**config.mk**
```make
export PLATFORM = sky130hd
export DESIGN_NAME = can_vehicle_signal_decoder
export DESIGN_NICKNAME = d
export VERILOG_FILES = /design/src/rtl/core/cvsd_pkg.sv /design/src/rtl/core/can_vehicle_signal_decoder.sv /design/src/rtl/core/cvsd_datapath.sv /design/src/rtl/core/cvsd_ctrl.sv
export SDC_FILE = /design/constraint.sdc
export NUM_CORES = 2
export LEC_CHECK = 0
export ABC_AREA = 0
export BUFFER_PORTS_ARGS = -buffer_cell sky130_fd_sc_hd__clkbuf_2
export CORE_AREA = 3 3 391 393
export DETAILED_ROUTE_END_ITERATION = 10
export DIE_AREA = 0 0 394 396
export PLACE_DENSITY_LB_ADDON = 0.3
export SLEW_MARGIN = 20
export SYNTH_ARGS = -nofsm -noshare
export SYNTH_HDL_FRONTEND = slang
export SYNTH_SLANG_ARGS = --single-unit
```
**constraint.sdc**
```tcl
create_clock -name clk_i -period 17.1 [get_ports clk_i]
set_clock_uncertainty 0.1 [all_clocks]
set_input_delay 1.71 -clock clk_i [delete_from_list [all_inputs] [get_ports clk_i]]
set_output_delay 1.71 -clock clk_i [all_outputs]
set_load 0.01 [all_outputs]
```
**src/rtl/core/cvsd_pkg.sv**
```systemverilog
`default_nettype none
package cvsd_pkg;

  localparam logic [10:0] IdDashboard = 11'h715;
  localparam logic [10:0] IdBody      = 11'h60D;
  localparam logic [10:0] IdTorque    = 11'h181;
  localparam logic [10:0] IdEngine    = 11'h551;
  localparam logic [10:0] IdBrake     = 11'h354;
  localparam logic [10:0] IdSupply    = 11'h625;

  localparam logic [1:0] RegFlush    = 2'd0;
  localparam logic [1:0] RegMinSpeed = 2'd1;
  localparam logic [1:0] RegFuelUnit = 2'd2;

  localparam logic [15:0] FlushReset    = 16'd300;
  localparam logic [15:0] MinSpeedReset = 16'd3000;
  localparam logic [7:0]  FuelUnitReset = 8'd80;

  localparam logic [2:0] ModeOff     = 3'd0;
  localparam logic [2:0] ModeLimiter = 3'd1;
  localparam logic [2:0] ModeCruise  = 3'd4;

  // numerator up to 2^24*2^8*3.6e6 < 2^54; divisor up to 2^48
  localparam int NumW = 56;
  localparam int DenW = 48;
  localparam int QW   = 17;
  localparam int StepW = 6;

  // controller -> datapath
  typedef struct packed {
    logic load;      // latch beat and decode it
    logic mul_start; // start numerator/denominator products
    logic mul_step;
    logic div_start;
    logic div_step;
    logic div_sel;   // 0 per hour, 1 per distance
    logic wr_hour;
    logic wr_dist;
    logic flush_done;
  } dp_cmd_t;

  // datapath -> controller
  typedef struct packed {
    logic need_calc;
    logic dist_ok;
    logic mul_done;
    logic div_done;
  } dp_sts_t;

endpackage
`default_nettype wire

```
**src/rtl/core/can_vehicle_signal_decoder.sv**
```systemverilog
// Flow: an accepted beat is decoded into the output registers, then StCheck and StOut follow;
// an engine frame that flushes fuel figures adds 16 multiply steps and two 56-step divisions.
// Throughput: one frame at a time (in_stall_o is high outside StIdle); the next beat is
// taken the cycle after a result is accepted by the output.
// Reset (rst_ni low, async): signals to their defaults, registers to 300/3000/80.
`default_nettype none
module can_vehicle_signal_decoder (
  input  wire logic         clk_i,
  input  wire logic         rst_ni,
  input  wire logic         psel,
  input  wire logic         penable,
  input  wire logic         pwrite,
  input  wire logic [3:0]   paddr,
  input  wire logic [31:0]  pwdata,
  output logic [31:0]       prdata,
  output logic              pready,
  input  wire logic         in_valid_i,
  output logic              in_stall_o,
  input  wire logic [10:0]  frame_id_i,
  input  wire logic [31:0]  stamp_ms_i,
  input  wire logic [7:0]   byte0_i,
  input  wire logic [7:0]   byte1_i,
  input  wire logic [7:0]   byte2_i,
  input  wire logic [7:0]   byte3_i,
  input  wire logic [7:0]   byte4_i,
  input  wire logic [7:0]   byte5_i,
  output logic              out_valid_o,
  input  wire logic         out_stall_i,
  output logic [23:0]       odometer_km_o,
  output logic [15:0]       speed_centi_kmh_o,
  output logic [15:0]       rpm_o,
  output logic signed [8:0] coolant_temp_c_o,
  output logic signed [8:0] outside_temp_c_o,
  output logic [3:0]        oil_gauge_o,
  output logic [6:0]        fuel_gauge_o,
  output logic [7:0]        limiter_setpoint_o,
  output logic [7:0]        status_flags_o,
  output logic [7:0]        battery_sixteenths_v_o,
  output logic [15:0]       fuel_centi_l_per_h_o,
  output logic signed [16:0] fuel_centi_l_per_100km_o
);

  logic [15:0] flush_q, minspd_q;
  logic [7:0]  unit_q;
  logic        wr;
  assign wr = psel && penable && pwrite;
  assign pready = 1'b1;

  always_ff @(posedge clk_i or negedge rst_ni) begin
    if (!rst_ni) begin
      flush_q  <= cvsd_pkg::FlushReset;
      minspd_q <= cvsd_pkg::MinSpeedReset;
      unit_q   <= cvsd_pkg::FuelUnitReset;
    end else if (wr && paddr[1:0] == 2'b00) begin
      unique case (paddr[3:2])
        cvsd_pkg::RegFlush:    flush_q  <= pwdata[15:0];
        cvsd_pkg::RegMinSpeed: minspd_q <= pwdata[15:0];
        cvsd_pkg::RegFuelUnit: unit_q   <= pwdata[7:0];
        default: ;
      endcase
    end
  end

  always_comb begin
    unique case (paddr[3:2])
      cvsd_pkg::RegFlush:    prdata = {16'd0, flush_q};
      cvsd_pkg::RegMinSpeed: prdata = {16'd0, minspd_q};
      cvsd_pkg::RegFuelUnit: prdata = {24'd0, unit_q};
      default:               prdata = '0;
    endcase
  end

  cvsd_pkg::dp_cmd_t cmd;
  cvsd_pkg::dp_sts_t sts;

  cvsd_ctrl u_ctrl (
    .clk_i, .rst_ni, .in_valid_i, .in_stall_o, .out_valid_o, .out_stall_i,
    .sts_i(sts), .cmd_o(cmd)
  );

  cvsd_datapath u_dp (
    .clk_i, .rst_ni, .cmd_i(cmd), .sts_o(sts),
    .flush_i(flush_q), .min_speed_i(minspd_q), .unit_i(unit_q),
    .frame_id_i, .stamp_ms_i, .byte0_i, .byte1_i, .byte2_i, .byte3_i,
    .byte4_i, .byte5_i,
    .odometer_km_o, .speed_centi_kmh_o, .rpm_o, .coolant_temp_c_o,
    .outside_temp_c_o, .oil_gauge_o, .fuel_gauge_o, .limiter_setpoint_o,
    .status_flags_o, .battery_sixteenths_v_o, .fuel_centi_l_per_h_o,
    .fuel_centi_l_per_100km_o
  );

endmodule
`default_nettype wire

```
**src/rtl/core/cvsd_datapath.sv**
```systemverilog
`default_nettype none
module cvsd_datapath (
  input  wire logic             clk_i,
  input  wire logic             rst_ni,
  input  wire cvsd_pkg::dp_cmd_t cmd_i,
  output cvsd_pkg::dp_sts_t     sts_o,
  input  wire logic [15:0]      flush_i,
  input  wire logic [15:0]      min_speed_i,
  input  wire logic [7:0]       unit_i,
  input  wire logic [10:0]      frame_id_i,
  input  wire logic [31:0]      stamp_ms_i,
  input  wire logic [7:0]       byte0_i,
  input  wire logic [7:0]       byte1_i,
  input  wire logic [7:0]       byte2_i,
  input  wire logic [7:0]       byte3_i,
  input  wire logic [7:0]       byte4_i,
  input  wire logic [7:0]       byte5_i,
  output logic [23:0]           odometer_km_o,
  output logic [15:0]           speed_centi_kmh_o,
  output logic [15:0]           rpm_o,
  output logic signed [8:0]     coolant_temp_c_o,
  output logic signed [8:0]     outside_temp_c_o,
  output logic [3:0]            oil_gauge_o,
  output logic [6:0]            fuel_gauge_o,
  output logic [7:0]            limiter_setpoint_o,
  output logic [7:0]            status_flags_o,
  output logic [7:0]            battery_sixteenths_v_o,
  output logic [15:0]           fuel_centi_l_per_h_o,
  output logic signed [16:0]    fuel_centi_l_per_100km_o
);

  localparam int NumW = cvsd_pkg::NumW;
  localparam int DenW = cvsd_pkg::DenW;
  localparam int QW   = cvsd_pkg::QW;

  logic [23:0] odo_q;
  logic [15:0] speed_q, rpm_q;
  logic [8:0]  cool_q, outs_q;
  logic [3:0]  oil_q;
  logic [6:0]  fg_q;
  logic [7:0]  lim_q, flags_q, batt_q;
  logic [31:0] last_stamp_q;
  logic        stamp_valid_q;
  logic [7:0]  last_cnt_q;
  logic [23:0] fuel_sum_q;
  logic [31:0] time_sum_q;
  logic [15:0] rate_h_q;
  logic [16:0] rate_d_q;

  logic [7:0] flags_d;
  logic [31:0] dt;
  logic [7:0]  steps;
  logic [24:0] fuel_add;
  logic [32:0] time_add;
  logic [23:0] fuel_new;
  logic [31:0] time_new;

  always_comb begin
    dt       = stamp_ms_i - last_stamp_q;
    steps    = byte1_i - last_cnt_q;
    fuel_add = {1'b0, fuel_sum_q} + {17'd0, steps};
    time_add = {1'b0, time_sum_q} + {1'b0, dt};
    fuel_new = fuel_add[24] ? 24'hFFFFFF : fuel_add[23:0];
    time_new = time_add[32] ? 32'hFFFFFFFF : time_add[31:0];
    flags_d  = flags_q;
    unique case (frame_id_i)
      cvsd_pkg::IdBody: begin
        flags_d[0] = byte2_i[3];
        flags_d[1] = byte2_i[4];
        flags_d[2] = byte0_i[3];
        flags_d[3] = byte0_i[4];
        flags_d[4] = byte0_i[7];
      end
      cvsd_pkg::IdSupply: flags_d[5] = byte3_i[5];
      cvsd_pkg::IdEngine: begin
        if (byte5_i[6:4] == cvsd_pkg::ModeOff) begin
          flags_d[7:6] = 2'b00;
        end else if (byte5_i[6:4] == cvsd_pkg::ModeLimiter) begin
          flags_d[7] = 1'b1;
        end else if (byte5_i[6:4] == cvsd_pkg::ModeCruise) begin
          flags_d[6] = 1'b1;
        end
      end
      default: ;
    endcase
  end

  logic need_calc_q;

  // multiply stage: vol = fuel*unit; numerators; den = time*speed (serial 16 steps)
  logic [31:0] vol_q;
  logic [NumW-1:0] num_q;
  logic [DenW-1:0] den_q;
  logic [15:0] mspd_q;
  logic [4:0]  mcnt_q;

  // divider: restoring, one bit per step over NumW bits
  logic [NumW-1:0] dnum_q;
  logic [DenW:0]   rem_q;
  logic [NumW-1:0] quo_q;
  logic [cvsd_pkg::StepW-1:0] dcnt_q;
  logic [DenW:0]   rem_sh, rem_sub;

  always_comb begin
    rem_sh  = {rem_q[DenW-1:0], dnum_q[NumW-1]};
    rem_sub = rem_sh - {1'b0, (cmd_i.div_sel ? den_q : {16'd0, time_sum_q})};
  end

  logic [15:0] qsat;
  assign qsat = (|quo_q[NumW-1:16]) ? 16'hFFFF : quo_q[15:0];

  always_ff @(posedge clk_i or negedge rst_ni) begin
    if (!rst_ni) begin
      odo_q <= '0; speed_q <= '0; rpm_q <= '0; cool_q <= '0; outs_q <= '0;
      oil_q <= 4'd6; fg_q <= 7'd45; lim_q <= '0; flags_q <= '0; batt_q <= 8'd196;
      last_stamp_q <= '0; stamp_valid_q <= 1'b0; last_cnt_q <= '0;
      fuel_sum_q <= '0; time_sum_q <= '0; rate_h_q <= '0; rate_d_q <= '0;
      need_calc_q <= 1'b0;
      mcnt_q <= '0; dcnt_q <= '0;
    end else begin
      if (cmd_i.load) begin
        flags_q <= flags_d;
        unique case (frame_id_i)
          cvsd_pkg::IdDashboard: begin
            odo_q <= {byte0_i, byte1_i, byte2_i};
            oil_q <= byte3_i[5:2];
            fg_q  <= byte4_i[7:1];
          end
          cvsd_pkg::IdBody: outs_q <= {1'b0, byte4_i} - 9'd40;
          cvsd_pkg::IdTorque: rpm_q <= {byte0_i, byte1_i};
          cvsd_pkg::IdBrake: speed_q <= {byte0_i, byte1_i};
          cvsd_pkg::IdSupply: batt_q <= byte2_i;
          cvsd_pkg::IdEngine: begin
            cool_q <= {1'b0, byte0_i} - 9'd40;
            lim_q  <= byte4_i;
            last_stamp_q <= stamp_ms_i;
            last_cnt_q   <= byte1_i;
            stamp_valid_q <= 1'b1;
            need_calc_q <= stamp_valid_q && (time_new > {16'd0, flush_i});
            if (stamp_valid_q) begin
              fuel_sum_q <= fuel_new;
              time_sum_q <= time_new;
            end
          end
          default: ;
        endcase
      end
      if (cmd_i.mul_start) begin
        mcnt_q <= '0;
      end else if (cmd_i.mul_step) begin
        mcnt_q <= mcnt_q + 5'd1;
      end
      if (cmd_i.div_start) begin
        dcnt_q <= '0;
      end else if (cmd_i.div_step) begin
        dcnt_q <= dcnt_q + 1'b1;
      end
      if (cmd_i.wr_hour) rate_h_q <= qsat;
      if (cmd_i.wr_dist) rate_d_q <= sts_o.dist_ok ? {1'b0, qsat} : 17'h1FFFF;
      if (cmd_i.flush_done) begin
        fuel_sum_q <= '0;
        time_sum_q <= '0;
        need_calc_q <= 1'b0;
      end
    end
  end

  // serial multiplies: one 32-bit row of time*speed per step, vol*const at the end
  always_ff @(posedge clk_i) begin
    if (cmd_i.mul_start) begin
      vol_q  <= fuel_sum_q * unit_i;
      den_q  <= '0;
      mspd_q <= speed_q;
    end else if (cmd_i.mul_step) begin
      if (mspd_q[0]) den_q <= den_q + ({16'd0, time_sum_q} << mcnt_q[3:0]);
      mspd_q <= mspd_q >> 1;
    end
    if (cmd_i.div_start) begin
      dnum_q <= cmd_i.div_sel ? (NumW'(vol_q) * NumW'(22'd3600000))
                              : (NumW'(vol_q) * NumW'(9'd360));
      rem_q  <= '0;
      quo_q  <= '0;
    end else if (cmd_i.div_step) begin
      dnum_q <= dnum_q << 1;
      if (!rem_sub[DenW]) begin
        rem_q <= rem_sub;
        quo_q <= {quo_q[NumW-2:0], 1'b1};
      end else begin
        rem_q <= rem_sh;
        quo_q <= {quo_q[NumW-2:0], 1'b0};
      end
    end
  end

  assign num_q = dnum_q;

  assign sts_o.need_calc = need_calc_q;
  assign sts_o.dist_ok   = speed_q > min_speed_i;
  assign sts_o.mul_done  = mcnt_q == 5'd16;
  assign sts_o.div_done  = dcnt_q == cvsd_pkg::StepW'(NumW);

  assign odometer_km_o            = odo_q;
  assign speed_centi_kmh_o        = speed_q;
  assign rpm_o                    = rpm_q;
  assign coolant_temp_c_o         = cool_q;
  assign outside_temp_c_o         = outs_q;
  assign oil_gauge_o              = oil_q;
  assign fuel_gauge_o             = fg_q;
  assign limiter_setpoint_o       = lim_q;
  assign status_flags_o           = flags_q;
  assign battery_sixteenths_v_o   = batt_q;
  assign fuel_centi_l_per_h_o     = rate_h_q;
  assign fuel_centi_l_per_100km_o = rate_d_q;

  logic unused;
  assign unused = ^{num_q[0], QW};

endmodule
`default_nettype wire

```
**src/rtl/core/cvsd_ctrl.sv**
```systemverilog
`default_nettype none
module cvsd_ctrl (
  input  wire logic              clk_i,
  input  wire logic              rst_ni,
  input  wire logic              in_valid_i,
  output logic                   in_stall_o,
  output logic                   out_valid_o,
  input  wire logic              out_stall_i,
  input  wire cvsd_pkg::dp_sts_t sts_i,
  output cvsd_pkg::dp_cmd_t      cmd_o
);

  typedef enum logic [6:0] {
    StIdle  = 7'b0000001,
    StCheck = 7'b0000010,
    StMul   = 7'b0000100,
    StDivH  = 7'b0001000,
    StDivD  = 7'b0010000,
    StOut   = 7'b0100000,
    StPrep  = 7'b1000000
  } state_e;

  state_e state_q, state_d;
  logic   first_q, first_d;

  always_comb begin
    state_d = state_q;
    first_d = 1'b0;
    cmd_o   = '0;
    in_stall_o  = state_q != StIdle;
    out_valid_o = state_q == StOut;
    unique case (state_q)
      StIdle: if (in_valid_i) begin
        cmd_o.load = 1'b1;
        state_d = StCheck;
      end
      StCheck: if (sts_i.need_calc) begin
        cmd_o.mul_start = 1'b1;
        state_d = StMul;
      end else begin
        state_d = StOut;
      end
      StMul: if (sts_i.mul_done) begin
        cmd_o.div_start = 1'b1;
        state_d = StDivH;
      end else begin
        cmd_o.mul_step = 1'b1;
      end
      StDivH: if (sts_i.div_done) begin
        cmd_o.wr_hour = 1'b1;
        state_d = StPrep;
      end else begin
        cmd_o.div_step = 1'b1;
      end
      StPrep: begin
        cmd_o.div_sel = 1'b1;
        cmd_o.div_start = 1'b1;
        state_d = StDivD;
      end
      StDivD: begin
        cmd_o.div_sel = 1'b1;
        if (sts_i.div_done) begin
          cmd_o.wr_dist = 1'b1;
          cmd_o.flush_done = 1'b1;
          state_d = StOut;
        end else begin
          cmd_o.div_step = 1'b1;
        end
      end
      StOut: if (!out_stall_i) state_d = StIdle;
      default: state_d = StIdle;
    endcase
  end

  always_ff @(posedge clk_i or negedge rst_ni) begin
    if (!rst_ni) begin
      state_q <= StIdle;
      first_q <= 1'b0;
    end else begin
      state_q <= state_d;
      first_q <= first_d;
    end
  end

  logic unused;
  assign unused = first_q;

endmodule
`default_nettype wire
```
==> results.md <==
* Setup repair after global routing missed its margin: no
* Vias in the first global route at 41,400
* Power Density at 59.9 mW/mm^2
* Dpl hpwl at 117,000 um
* Wire length of the first global-routing pass at 236,000 um
* Count of endpoints failing hold in the final timing report at 0
* Master of the slowest instance on the critical path: o21ai_0
* Count of endpoints failing setup in the final report at 0
* CTS sink cnt at 551
* Launch point of the worst path: u_dp.vol_q[6]$_DFFE_PP_
* N_diodes at 0
* Number of iterations in the first detailed-routing pass at 5
* Most common flop cell mapped by yosys: dfrtp_1
* Per-cell via count in the routed design at 5.17
* Leading cell type in the layout, fill and taps excluded: nand2_1
* Worst Path Class, Setup: register to register
* Peak supply drop at 0.0654 mV
* Post-route DRC at 0
* # IOs at 311
* HP Start: u_dp.quo_q[46]$_SDFFE_PP0P_
* Reg2reg start: u_dp.vol_q[6]$_DFFE_PP_
* Outcome: finished clean
* Overflow left after global routing at 0
* Count of instances resized after the clock tree is built at 0
* Buffer depth of the longest clock path at 3
* Post-Synthesis Mean Instance Area at 9.04 sq um
* Synth Cell Area at 0.0522 sq mm
* Slew at the pin with the worst max-slew slack at 1.11 ns
* Peak clock frequency supported by timing at 0.120 GHz
* Overall Power at 3450 uW
* Number of buffers inserted for hold repair after clock tree synthesis at 0
* Post-synth EDFFs at 101
* Setup fix buffers added after clock tree synthesis at 0
* Slew Limit Fails at 0
* Mapped Cells at 5,775
* Full die area at 0.156 sq mm
* Initial DRC count at 2,608
* Count of buffers from port buffering at 268
* Flops & latches, synth at 551
* Reg area at 0.0136 sq mm
* Total area of multi-input combinational cells at 0.0355 sq mm
* Floorplan die height at 396 um
* Ordered list of cells on the worst path: ha_1 -> inv_1 -> fa_1 -> inv_1 -> fa_1 -> fa_1 -> fa_1 -> fa_1 -> ha_1 -> and4_1 -> a41oi_1 -> o211ai_1 -> nor3_1 -> o21ai_1 -> a221oi_2 -> nor2_1 -> o41ai_2 -> xnor2_1 -> o21ai_0
* Fin crit period at 8.33 ns
* Last weighted congestion value of the routability-driven placer at 0.909
* Period utilization at 0.487
* Share of synthesized area occupied by flip-flops and latches at 0.260
* Antenna violations before repair at 2
* Initial cell density of the core at 0.349
* Most used cells in the layout excluding fill and tap cells: nand2_1 (753), inv_1 (589), ha_1 (466)
* # Max-Cap Violations at 0
* Worst Path Buf+Inv at 2
* Number of H-tree levels at 3
* Critical Path RT at 17.32 ns
* Dominant delay contributor by cell family on the critical path: adder cells
* Tightest Hold Check Type: register to register
* Overall via count from detail_route at 41,200
* Std-Cell Rows at 142
* Wirelength, routed at 148,000 um
* Async set-or-reset flop fraction in the synthesized netlist at 0.541
* Sum Neg Setup Slack at 0 ns
* Clock tree root driver cell: clkbuf_16
* Final routed wire length divided by cell count at 18.5 um
* Worst relative slew slack at 0.258
* Net count reported at finish at 6,963
* Standard cell core area at 0.150 sq mm
* Crit path largest cell delay at 0.76 ns
* Share of the core filled with cells in the final layout at 0.385
* Worst Setup End Kind: register
* Die width at 394 um
* Arrival time of data at the critical path endpoint at 8.56 ns
* Filler cells at 15,100
* TritonCTS clock tree: built
* Global-route usage over all layers at 0.188
* Layout overhead on the synthesized area at 10.5%
* Total CTS buffers at 68
* Critical Path Most Common Cell: fa_1
* P_leak at 0.0276 uW
* Number of unique standard cell types used by synthesis at 93
* Pin count of the biggest net entering global routing at 110
* Synth warn at 0
* Count of antenna-violating nets left after detailed routing at 0
* Ratio of cells with drive above 1 in the final layout at 0.104
* Crit start category: register
* Clock slew at the register clock pins of the worst setup and hold paths at 0.06 ns
* Clock latency of the later-clocked register in the worst-skew pair at 0.66 ns
* Worst-path maximum fanout at 7
[where the power goes]
group          switching [uW]  internal [uW]
Combinational             356            234
Sequential               49.3           1370
Clock                     610            835
[registers in the layout, indices dropped and copies added, names as in the netlist, 9 cells and up]
signal                         count
u_dp.den_q                        48
u_dp.mspd_q                       16
u_dp.fuel_sum_q                   24
u_dp.coolant_temp_c_o              9
u_dp.outside_temp_c_o              9
u_dp.rem_q                        48
u_dp.quo_q                        56
u_dp.last_stamp_q                 32
u_dp.fuel_centi_l_per_100km_o     17
minspd_q                          16
u_dp.time_sum_q                   32
flush_q                           16
u_dp.vol_q                        32
u_dp.rpm_o                        16
u_dp.speed_centi_kmh_o            16
u_dp.odometer_km_o                24
u_dp.fuel_centi_l_per_h_o         16
u_dp.dnum_q                       53
[layer usage]
| layer | global-route usage | up-vias | wire [um] |
|---|---|---|---|
| met4 | 0.0535 | 0 | 3690 |
| met1 | 0.260 | 20100 | 69300 |
| met2 | 0.301 | 975 | 66500 |
| li1 | - | 20000 | - |
| met5 | 0 | - | 0 |
| met3 | 0.0338 | 166 | 8310 |
[final timing paths]
kind / slack [ns] / to / cells past startpoint
worst max-delay path: 8.77 / u_dp.dnum_q[53]$_DFFE_PP_ / 19
worst min-delay path: 0.35 / u_dp.quo_q[47]$_SDFFE_PP0P_ / 2
worst max register to register: 8.77 / u_dp.dnum_q[53]$_DFFE_PP_ / 19
worst min register to register: 0.35 / u_dp.quo_q[47]$_SDFFE_PP0P_ / 2
max in group asynchronous: 13.66 / u_dp.last_stamp_q[31]$_DFFE_PN0P_ / 3
min in group asynchronous: 1.01 / u_dp.odometer_km_o[17]$_DFFE_PN0P_ / 1
[cell type report]
type | count | area share
clock buffers | 92 | 0.0332
multi-input cells | 4388 | 0.616
clock inverters | 31 | 0.00484
well taps | 2016 | 0.0437
flip-flops and latches | 551 | 0.235
inverters | 592 | 0.0386
repair buffers | 306 | 0.0287
[stage by stage]
step	worst slack, ns	area [sq um]	cells	hold WS, ns
after floorplan	9.43	52300	5790	0.331
after global placement	8.59	55400	7852	0.342
after detailed placement	8.49	55500	7853	0.346
after CTS	8.64	57700	7976	0.350
after global routing	8.31	57700	7976	0.373
final	8.77	57700	7976	0.354
[cells in the mapped netlist (all sizes together) (14+ instances only)]
library cell | count | area share
nand2b | 44 | 0.0053
mux2i | 110 | 0.021
buf | 53 | 0.0056
nor2 | 331 | 0.024
nor4 | 28 | 0.0035
ha | 466 | 0.11
xnor2 | 155 | 0.026
a31oi | 47 | 0.0056
dfstp | 23 | 0.012
a21o | 117 | 0.017
o21a | 51 | 0.0073
fa | 456 | 0.17
a211oi | 44 | 0.0065
xor2 | 88 | 0.015
inv | 591 | 0.042
mux4 | 17 | 0.0073
o22a | 16 | 0.0027
clkbuf | 206 | 0.015
o21bai | 37 | 0.0053
nor2b | 47 | 0.0056
nand2 | 754 | 0.054
nor3 | 68 | 0.0067
nor3b | 14 | 0.0020
o21ai | 369 | 0.035
and2 | 114 | 0.014
or2 | 21 | 0.0025
nand3 | 154 | 0.015
mux2 | 100 | 0.022
a21oi | 381 | 0.037
a22oi | 19 | 0.0027
edfxtp | 101 | 0.058
o211ai | 26 | 0.0037
dfxtp | 152 | 0.058
nand4 | 56 | 0.0067
o31ai | 19 | 0.0027
and3 | 39 | 0.0047
dfrtp | 275 | 0.13
[worst reg2reg max path, stage by stage (launching register included)]
cell and delay, ns:
edfxtp_1 0.63, ha_1 0.47, inv_1 0.11, fa_1 0.54, inv_1 0.06, fa_1 0.54
fa_1 0.55, fa_1 0.53, fa_1 0.52, ha_1 0.39, and4_1 0.26, a41oi_1 0.29
o211ai_1 0.13, nor3_1 0.75, o21ai_1 0.27, a221oi_2 0.49, nor2_1 0.14, o41ai_2 0.36
xnor2_1 0.11, o21ai_0 0.76
[logic make-up after synthesis]
| group | after synthesis | share of synthesized area |
|---|---|---|
| xor gates and xnor gates | 243 | 0.0408 |
| DFF | 551 | 0.260 |
| buffers and inverters | 851 | 0.0630 |
| other | 2 | 0.000144 |
| and+or+nand+nor | 1716 | 0.151 |
| AOI/OAI and AO/OA | 1263 | 0.149 |
| adders and majority gates | 922 | 0.287 |
| muxes | 227 | 0.0500 |
No activity file was read; power rests on OpenSTA's default activity.
